File: config.mk
export PLATFORM = sky130hd
export DESIGN_NAME = start_button_mode_controller
export DESIGN_NICKNAME = d
export VERILOG_FILES = /design/src/hdl/sbmc_pkg.sv /design/src/hdl/start_button_mode_controller.sv /design/src/hdl/sbmc_debounce.sv /design/src/hdl/sbmc_mode_fsm.sv
export VERILOG_INCLUDE_DIRS = /design/src /design/src/hdl
export SDC_FILE = /design/constraint.sdc
export NUM_CORES = 1
export LEC_CHECK = 0
export BUFFER_PORTS_ARGS = -buffer_cell sky130_fd_sc_hd__buf_4
export CORE_ASPECT_RATIO = 1.4
export CORE_MARGIN = 4
export CORE_UTILIZATION = 56
export DETAILED_ROUTE_END_ITERATION = 8
export HOLD_SLACK_MARGIN = 0.12
export PLACE_DENSITY = 0.89
export SYNTH_ARGS = -nofsm -noshare
export SYNTH_HDL_FRONTEND = slang
export SYNTH_SLANG_ARGS = --single-unit
File: constraint.sdc
create_clock -name clk -period 4.82 [get_ports clk]
set_input_delay 0.723 -clock clk [delete_from_list [all_inputs] [get_ports clk]]
set_output_delay 0.723 -clock clk [all_outputs]
set_load 0.02 [all_outputs]
File: src/hdl/start_button_mode_controller_assert.svh
// Assertion macros used by the mode machine of the start button mode controller RTL.
// Needs a clock named clk and a synchronous active-high reset named rst in scope.
`ifndef START_BUTTON_MODE_CONTROLLER_ASSERT_SVH
`define START_BUTTON_MODE_CONTROLLER_ASSERT_SVH

// Same-cycle implication, ignored while in reset.
`define SBMC_ASSERT_NOW(lbl, ante, cons, msg) \
  lbl: assert property (@(posedge clk) disable iff (rst) (ante) |-> (cons)) \
    else $error(msg);

// Next-cycle implication, ignored while in reset.
`define SBMC_ASSERT_NEXT(lbl, ante, cons, msg) \
  lbl: assert property (@(posedge clk) disable iff (rst) (ante) |=> (cons)) \
    else $error(msg);

`endif

File: src/hdl/sbmc_pkg.sv
// Shared types and constants for the start button mode controller.
// No dependencies; used by every module of the block.
package sbmc_pkg;

  localparam int unsigned TIME_W     = 32;
  localparam int unsigned DEBOUNCE_W = 10;
  localparam int unsigned IN_DATA_W  = 40;
  localparam int unsigned OUT_DATA_W = 8;

  localparam logic [DEBOUNCE_W-1:0] DEBOUNCE_RESET_MS = 10'd50;

  typedef enum logic [1:0] {
    MODE_WAIT  = 2'd0,
    MODE_RUN   = 2'd1,
    MODE_ESTOP = 2'd2,
    MODE_LINK  = 2'd3
  } sbmc_mode_t;

  // Debounced button information for one transaction.
  typedef struct packed {
    logic press;   // accepted press (edge that passed the spacing rule)
    logic stable;  // debounced level after this transaction
  } sbmc_btn_t;

  // One-transaction action pulses.
  typedef struct packed {
    logic resume;
    logic estop;
    logic restart;
    logic start;
  } sbmc_pulse_t;

endpackage

File: src/hdl/start_button_mode_controller.sv
// Top level of the start button mode controller: input register, debounce
// and mode logic, result register. Depends on sbmc_pkg, sbmc_debounce, sbmc_mode_fsm.
//
//  channel   direction  width  contents
//  s_axis    in         40     now_ms, raw/fault/link/pause/phase flags
//  m_axis    out        8      mode, four action pulses, debounced level
//  cfg       in         10     debounce_ms, write-only
//
// One transaction per clock sustained while the output is not stalled: a transaction is held in the input
// register, then debounce and mode logic settle in one pass into the output register.
// Reset (rst, synchronous) empties both registers, restores debounce_ms to 50 and
// returns the controller to wait start with all timestamps at zero.
// A stalled output holds its result and lets the input register take one more
// transaction; state advances only when a result moves to the output.
module start_button_mode_controller (
  input  logic                                clk,
  input  logic                                rst,
  // from bit 0 up: now_ms[31:0], raw_pressed, speed_fault, lead_lost,
  //  meas_pause, lost_phase, zero pad
  input  logic                                s_tvalid,
  output logic                                s_tready,
  input  logic [sbmc_pkg::IN_DATA_W-1:0]      s_tdata,
  // from bit 0 up: mode[1:0], start_pulse, restart_pulse, estop_pulse,
  //  resume_pulse, button_stable, zero pad
  output logic                                m_tvalid,
  input  logic                                m_tready,
  output logic [sbmc_pkg::OUT_DATA_W-1:0]     m_tdata,
  input  logic                                cfg_wr_en,
  input  logic [sbmc_pkg::DEBOUNCE_W-1:0]     cfg_wr_data
);

  logic [sbmc_pkg::DEBOUNCE_W-1:0] debounce_ms;

  // Input register.
  logic                        in_valid;
  logic [sbmc_pkg::TIME_W-1:0] in_now_ms;
  logic                        in_raw_pressed;
  logic                        in_speed_fault;
  logic                        in_lead_lost;
  logic                        in_meas_pause;
  logic                        in_lost_phase;

  logic                        advance;
  sbmc_pkg::sbmc_btn_t         btn;
  sbmc_pkg::sbmc_mode_t        mode_next;
  sbmc_pkg::sbmc_pulse_t       pulses;

  // Advance when the input register is full and the output can take it.
  assign advance  = in_valid && (!m_tvalid || m_tready);
  assign s_tready = !in_valid || advance;

  always_ff @(posedge clk) begin
    if (rst) begin
      debounce_ms <= sbmc_pkg::DEBOUNCE_RESET_MS;
    end else if (cfg_wr_en) begin
      debounce_ms <= cfg_wr_data;
    end
  end

  always_ff @(posedge clk) begin
    if (rst) begin
      in_valid <= 1'b0;
    end else if (s_tready) begin
      in_valid <= s_tvalid;
    end
  end

  // Payload: capture on every accepted transaction, no reset needed.
  always_ff @(posedge clk) begin
    if (s_tvalid && s_tready) begin
      in_now_ms      <= s_tdata[31:0];
      in_raw_pressed <= s_tdata[32];
      in_speed_fault <= s_tdata[33];
      in_lead_lost   <= s_tdata[34];
      in_meas_pause  <= s_tdata[35];
      in_lost_phase  <= s_tdata[36];
    end
  end

  sbmc_debounce u_debounce (
    .clk         (clk),
    .rst         (rst),
    .advance     (advance),
    .now_ms      (in_now_ms),
    .raw_pressed (in_raw_pressed),
    .debounce_ms (debounce_ms),
    .btn         (btn)
  );

  sbmc_mode_fsm u_mode_fsm (
    .clk         (clk),
    .rst         (rst),
    .advance     (advance),
    .btn         (btn),
    .speed_fault (in_speed_fault),
    .lead_lost   (in_lead_lost),
    .meas_pause  (in_meas_pause),
    .lost_phase  (in_lost_phase),
    .mode_next   (mode_next),
    .pulses      (pulses)
  );

  // Output register: hold while the consumer stalls.
  always_ff @(posedge clk) begin
    if (rst) begin
      m_tvalid <= 1'b0;
    end else if (!m_tvalid || m_tready) begin
      m_tvalid <= in_valid;
    end
  end

  always_ff @(posedge clk) begin
    if (advance) begin
      m_tdata <= {1'b0, btn.stable, pulses.resume, pulses.estop,
                  pulses.restart, pulses.start, mode_next};
    end
  end

endmodule

File: src/hdl/sbmc_debounce.sv
// Debounce, edge detect and press spacing for the START button.
// Depends on sbmc_pkg.
module sbmc_debounce (
  input  logic                                clk,
  input  logic                                rst,
  input  logic                                advance,
  input  logic [sbmc_pkg::TIME_W-1:0]         now_ms,
  input  logic                                raw_pressed,
  input  logic [sbmc_pkg::DEBOUNCE_W-1:0]     debounce_ms,
  output sbmc_pkg::sbmc_btn_t                 btn
);

  logic                        raw_last;
  logic                        stable_level;
  logic                        prev_stable;
  logic [sbmc_pkg::TIME_W-1:0] change_time;
  logic [sbmc_pkg::TIME_W-1:0] accept_time;

  logic                        raw_changed;
  logic [sbmc_pkg::TIME_W-1:0] since_change;
  logic [sbmc_pkg::TIME_W-1:0] since_accept;
  logic [sbmc_pkg::TIME_W-1:0] hold_time;
  logic [sbmc_pkg::TIME_W-1:0] space_time;
  logic                        stable_next;
  logic                        rise;

  assign raw_changed  = raw_pressed != raw_last;
  assign since_change = now_ms - change_time;
  assign since_accept = now_ms - accept_time;
  assign hold_time    = {{(sbmc_pkg::TIME_W - sbmc_pkg::DEBOUNCE_W){1'b0}}, debounce_ms};
  assign space_time   = {{(sbmc_pkg::TIME_W - sbmc_pkg::DEBOUNCE_W - 1){1'b0}},
                         debounce_ms, 1'b0};

  // Level follows the held raw value once it has been steady long enough.
  assign stable_next = (!raw_changed && (since_change >= hold_time)) ? raw_last : stable_level;
  assign rise        = stable_next && !prev_stable;

  assign btn.press  = rise && (since_accept >= space_time);
  assign btn.stable = stable_next;

  always_ff @(posedge clk) begin
    if (rst) begin
      raw_last     <= 1'b0;
      stable_level <= 1'b0;
      prev_stable  <= 1'b0;
      change_time  <= '0;
      accept_time  <= '0;
    end else if (advance) begin
      stable_level <= stable_next;
      prev_stable  <= stable_next;
      if (raw_changed) begin
        raw_last    <= raw_pressed;
        change_time <= now_ms;
      end
      if (btn.press) begin
        accept_time <= now_ms;
      end
    end
  end

endmodule

File: src/hdl/sbmc_mode_fsm.sv
// Four-state mode machine: wait start, running, estop, link lost.
// Depends on sbmc_pkg and start_button_mode_controller_assert.svh.
`include "start_button_mode_controller_assert.svh"

module sbmc_mode_fsm (
  input  logic                  clk,
  input  logic                  rst,
  input  logic                  advance,
  input  sbmc_pkg::sbmc_btn_t   btn,
  input  logic                  speed_fault,
  input  logic                  lead_lost,
  input  logic                  meas_pause,
  input  logic                  lost_phase,
  output sbmc_pkg::sbmc_mode_t  mode_next,
  output sbmc_pkg::sbmc_pulse_t pulses
);

  sbmc_pkg::sbmc_mode_t mode_q;
  sbmc_pkg::sbmc_mode_t mode_press;
  logic                 started;
  logic                 started_next;
  logic                 lost_eff;
  logic                 estop_held;

  assign estop_held = (mode_q == sbmc_pkg::MODE_ESTOP);

  // Next state: press handling, then fault, then link loss.
  always_comb begin
    mode_press = mode_q;
    lost_eff   = lead_lost;
    if (btn.press) begin
      unique case (mode_q)
        sbmc_pkg::MODE_WAIT: begin
          mode_press = sbmc_pkg::MODE_RUN;
        end
        sbmc_pkg::MODE_RUN: begin
          if (!lost_phase) begin
            mode_press = sbmc_pkg::MODE_ESTOP;
          end
        end
        sbmc_pkg::MODE_LINK: begin
          mode_press = sbmc_pkg::MODE_RUN;
          lost_eff   = 1'b0;
        end
        default: begin
          mode_press = mode_q;
        end
      endcase
    end
    mode_next = mode_press;
    if (mode_next == sbmc_pkg::MODE_RUN && speed_fault) begin
      mode_next = sbmc_pkg::MODE_ESTOP;
    end
    if (mode_next == sbmc_pkg::MODE_RUN && lost_eff && meas_pause) begin
      mode_next = sbmc_pkg::MODE_LINK;
    end
  end

  // Outputs: action pulses and the first-start flag.
  always_comb begin
    pulses       = '0;
    started_next = started;
    if (btn.press) begin
      unique case (mode_q)
        sbmc_pkg::MODE_WAIT: begin
          if (!started) begin
            pulses.start = 1'b1;
            started_next = 1'b1;
          end else begin
            pulses.restart = 1'b1;
          end
        end
        sbmc_pkg::MODE_RUN: begin
          pulses.estop = !lost_phase;
        end
        sbmc_pkg::MODE_LINK: begin
          pulses.resume = 1'b1;
        end
        default: begin
          pulses = '0;
        end
      endcase
    end
  end

  always_ff @(posedge clk) begin
    if (rst) begin
      mode_q  <= sbmc_pkg::MODE_WAIT;
      started <= 1'b0;
    end else if (advance) begin
      mode_q  <= mode_next;
      started <= started_next;
    end
  end

  `SBMC_ASSERT_NEXT(a_estop_latched, estop_held, estop_held, "estop mode left without reset")
  `SBMC_ASSERT_NOW(a_start_once, pulses.start, !started, "start pulse after first start")
  `SBMC_ASSERT_NOW(a_one_pulse, 1'b1, $onehot0(pulses), "several action pulses at once")

endmodule
==> out/metrics.yaml <==
outcome: "finished with violations"
violations: "setup timing"
synthesis.instances: 1103
cts_buffers: 17
r2r_cells: 23
fp.dieH_um: 158.3
period_share_pct: 104.2
die_w_um: 115.3
grt_pass1_wl_um: 39370
required_ns: 4.98
hpwl_um: 17860
cp-startpoint: "in_now_ms[0]$_DFFE_PP_"
hold_viol_final: 0
seq_area_frac_synth_pct: 32.59
p_seq_share_pct: 37.0
whs_ns: 0.4530
fp.dieArea_um2: 18250
fin_nets: 1333
fillCellCount: 1101
netlist_top_cells_area: "dfxtp_1, edfxtp_1, ha_1, a21oi_1, nand2_1"
synth_top_area_share_pct: 17.96
path_buf_inv: 3
tightest_slew_ns: 1.272
yosys.area.top_type: "dfxtp_1"
max_freq_mhz: 199.1
period_minus_slack_ns: 5.024
vias: 9131
cts.hold.buffers_added: 0
place_congestion: 0.9708
synth_area_um2: 9030
p_total_uw: 3177
cp_num_cells: 23
port_buffers: 60
rows: 54
timing.rr.start: "in_now_ms[0]$_DFFE_PP_"
setup_violations: 37
cpMaxStageDelayCell: "a2111oi_4"
start_util_pct: 57.36
critPathCaptureType: "register"
r2r_slack_ns: -0.20
p_int_uw: 2190
vias_per_cell: 6.527
placed_area_um2: 9838
p_leak_uw: 0.004111
wl_per_cell_um: 19.83
synth_cell_types: 81
syn-num-nets: 1246
cp.arrival_ns: 5.19
reg2reg_to: "m_tdata[1]$_DFFE_PP_"
cts_tree: "done"
grt_use_total_pct: 26.98
antenna_found_initial: 0
max_slew_margin_pct: 15.02
synth_edf_count: 44
yosys_warnings: 0
clkPwrFrac_pct: 39.4
n_antenna_cell: 0
drt-initial-drc-count: 1075
min_path_type: "reg -> reg"
cp-start-kind: "register"
io_pins: 65
clock_latency_ns: 0.42
clock-skew-final_ns: 0.008995
syn_area_per_cell_um2: 8.187
first_pass_iters: 6
path_clk_slew_ns: 0.06
crit_chain: "inv_1 > ha_2 > buf_4 > nor2b_4 > o2111ai_2 > nand2_1 > a21oi_2 > o21bai_1 > a21oi_1 > o21bai_1 > xor2_1 > ha_1 > a2111oi_4 > a31oi_1 > nor4_2 > nand4_1 > nor4_2 > nand4_1 > nor3_4 > buf_6 > nor4_2 > o221a_1 > or2_1"
clockRootBuffer: "clkbuf_16"
cts_buffer_depth: 2
critPathKind: "reg -> reg"
area_delta_synth_final_pct: 19.52
drv_cap: 0
irDropWorstVdd_uv: 245.5
core_um2: 15740
first_global_vias: 8358
setup_tns_ns: -4.464
ant_nets: 0
ys_seq_elements: 125
netSwitchingFraction_pct: 31.06
cts_sinks: 125
slowest_delay_ns: 0.37
fin_ws_ns: -0.2036
crit_fanout: 4
grt-ovfl-total: 0
drive_gt1_share_pct: 16.13
postLayoutCellArea_um2: 10790
endpoint: "m_tdata[1]$_DFFE_PP_"
htreeDepth: 4
synth_ff_type: "dfxtp_1"
crit_family: "simple AND/OR/NAND/NOR gates"
p_sw_uw: 986.9
routed_wl_um: 27750
async_reset_ff_share_pct: 0
finalMaxSlewViolations: 0
rsz0062_at_grt: "yes"
p_comb_share_pct: 23.6
grt_max_degree: 80
p_per_area_nw_per_um2: 294.4
drc: 0
cpMostUsedCell: "nor4_2"
-- tightest hold or removal path: cells and delay by family, from the launching register on --
kind,cells,cell delay (ns)
and+or+nand+nor,1,0.05
AOI/OAI and AO/OA,1,0.05
DFF,1,0.30
-- metal layers --
metal | part of all wire, % | up-vias | GRT usage (%)
met3 | 7.1 | 190 | 3.270
met2 | 49 | 567 | 46.96
met5 | 0 | - | 0
met1 | 37 | 4250 | 31.46
met4 | 6.6 | 0 | 16.39
li1 | - | 4124 | -
-- area by class of cell --
type | count | area [µm²] | area share, %
Clock buffer | 21 | 504.2 | 4.672
Clock inverter | 11 | 77.57 | 0.7188
Inverter | 97 | 364.1 | 3.374
Multi-Input combinational cell | 836 | 5714 | 52.94
Sequential cell | 125 | 2943 | 27.27
Tap cell | 196 | 245.2 | 2.272
Timing Repair Buffer | 113 | 944.7 | 8.753
-- sequential cells by signal (all words and copies together), names as in the netlist, 2 cells and up --
name,flops
u_mode_fsm.mode_q,2
in_now_ms,32
debounce_ms,10
u_debounce.accept_time,32
u_debounce.change_time,32
m_tdata,7
-- layout by cell type, fill, tap and decap left out, types with 10 or more instances in the layout --
master and n:
mux2i_1 40, inv_1 96, o211ai_1 19, nor3_1 14, nand4_1 19, buf_4 103
nor2_1 101, o21a_1 11, nand2_1 142, ha_1 82, edfxtp_1 44, o21ai_0 40
clkbuf_16 23, a21oi_1 115, nand2b_1 13, xor2_1 14, dfxtp_1 81, nand3_1 13
a31oi_1 10, xnor2_1 22, a21o_1 10, o21ai_1 10
-- kinds of logic after synthesis --
logic type | share of synthesized area [%]
xor gates and xnor gates | 3.589
adders and majority gates | 12.36
muxes | 5.016
buffers and inverters | 6.221
and+or+nand+nor | 18.54
other | 0.04153
AOI/OAI and AO/OA | 21.64
DFF | 32.59
-- worst min-delay path by stage --
stage / from / endpoint / slack (ns) / cells past startpoint
2_1_floorplan: u_debounce.change_time[10]$_SDFFE_PP0P_ / u_debounce.change_time[10]$_SDFFE_PP0P_ / 0.44 / 2
4_1_cts: u_debounce.change_time[10]$_SDFFE_PP0P_ / u_debounce.change_time[10]$_SDFFE_PP0P_ / 0.45 / 2
3_3_place_gp: u_debounce.change_time[17]$_SDFFE_PP0P_ / u_debounce.change_time[17]$_SDFFE_PP0P_ / 0.44 / 2
5_1_grt: s_tdata[25] / in_now_ms[25]$_DFFE_PP_ / 0.46 / 1
6_report: u_debounce.change_time[17]$_SDFFE_PP0P_ / u_debounce.change_time[17]$_SDFFE_PP0P_ / 0.45 / 2
3_5_place_dp: u_debounce.change_time[19]$_SDFFE_PP0P_ / u_debounce.change_time[19]$_SDFFE_PP0P_ / 0.45 / 2
-- power groups by stage --
stage / sequential, µW / clock, µW / combinational [µW]
after global placement: 1190 / 0 / 648
after global routing: 1180 / 1300 / 804
after floorplan: 1180 / 0 / 471
final: 1180 / 1250 / 749
after detailed placement: 1190 / 0 / 667
after CTS: 1170 / 1250 / 678
-- cell usage after synthesis (14+ instances only) --
library cell	instances
edfxtp_1	44
o21ai_0	42
o211ai_1	19
inv_1	97
clkbuf_1	27
nand2_1	142
xor2_1	14
a21oi_1	120
nand4_1	19
nor3_1	14
mux2i_1	43
nand2b_1	15
xnor2_1	23
dfxtp_1	81
ha_1	86
nor2_1	101
-- timing repair --
action                     4_1_cts  5_1_grt
setup buffers                    1       11
setup endpoints to repair       41       41
gates resized for setup          5       36
pin swaps                        3       27
gates cloned                     0        4
-- stage by stage --
| stage | utilization, % | instances | setup WS (ns) |
|---|---|---|---|
| finish | 68.56 | 1399 | -0.2036 |
| global route | 68.56 | 1399 | -0.2931 |
| detailed placement | 62.49 | 1351 | -0.3769 |
| floorplan | - | 1103 | 0.1785 |
| global placement | 62.49 | 1351 | -0.1631 |
| CTS | 66.37 | 1384 | 0.01816 |
Note: power is estimated with default switching activity, not from simulation.
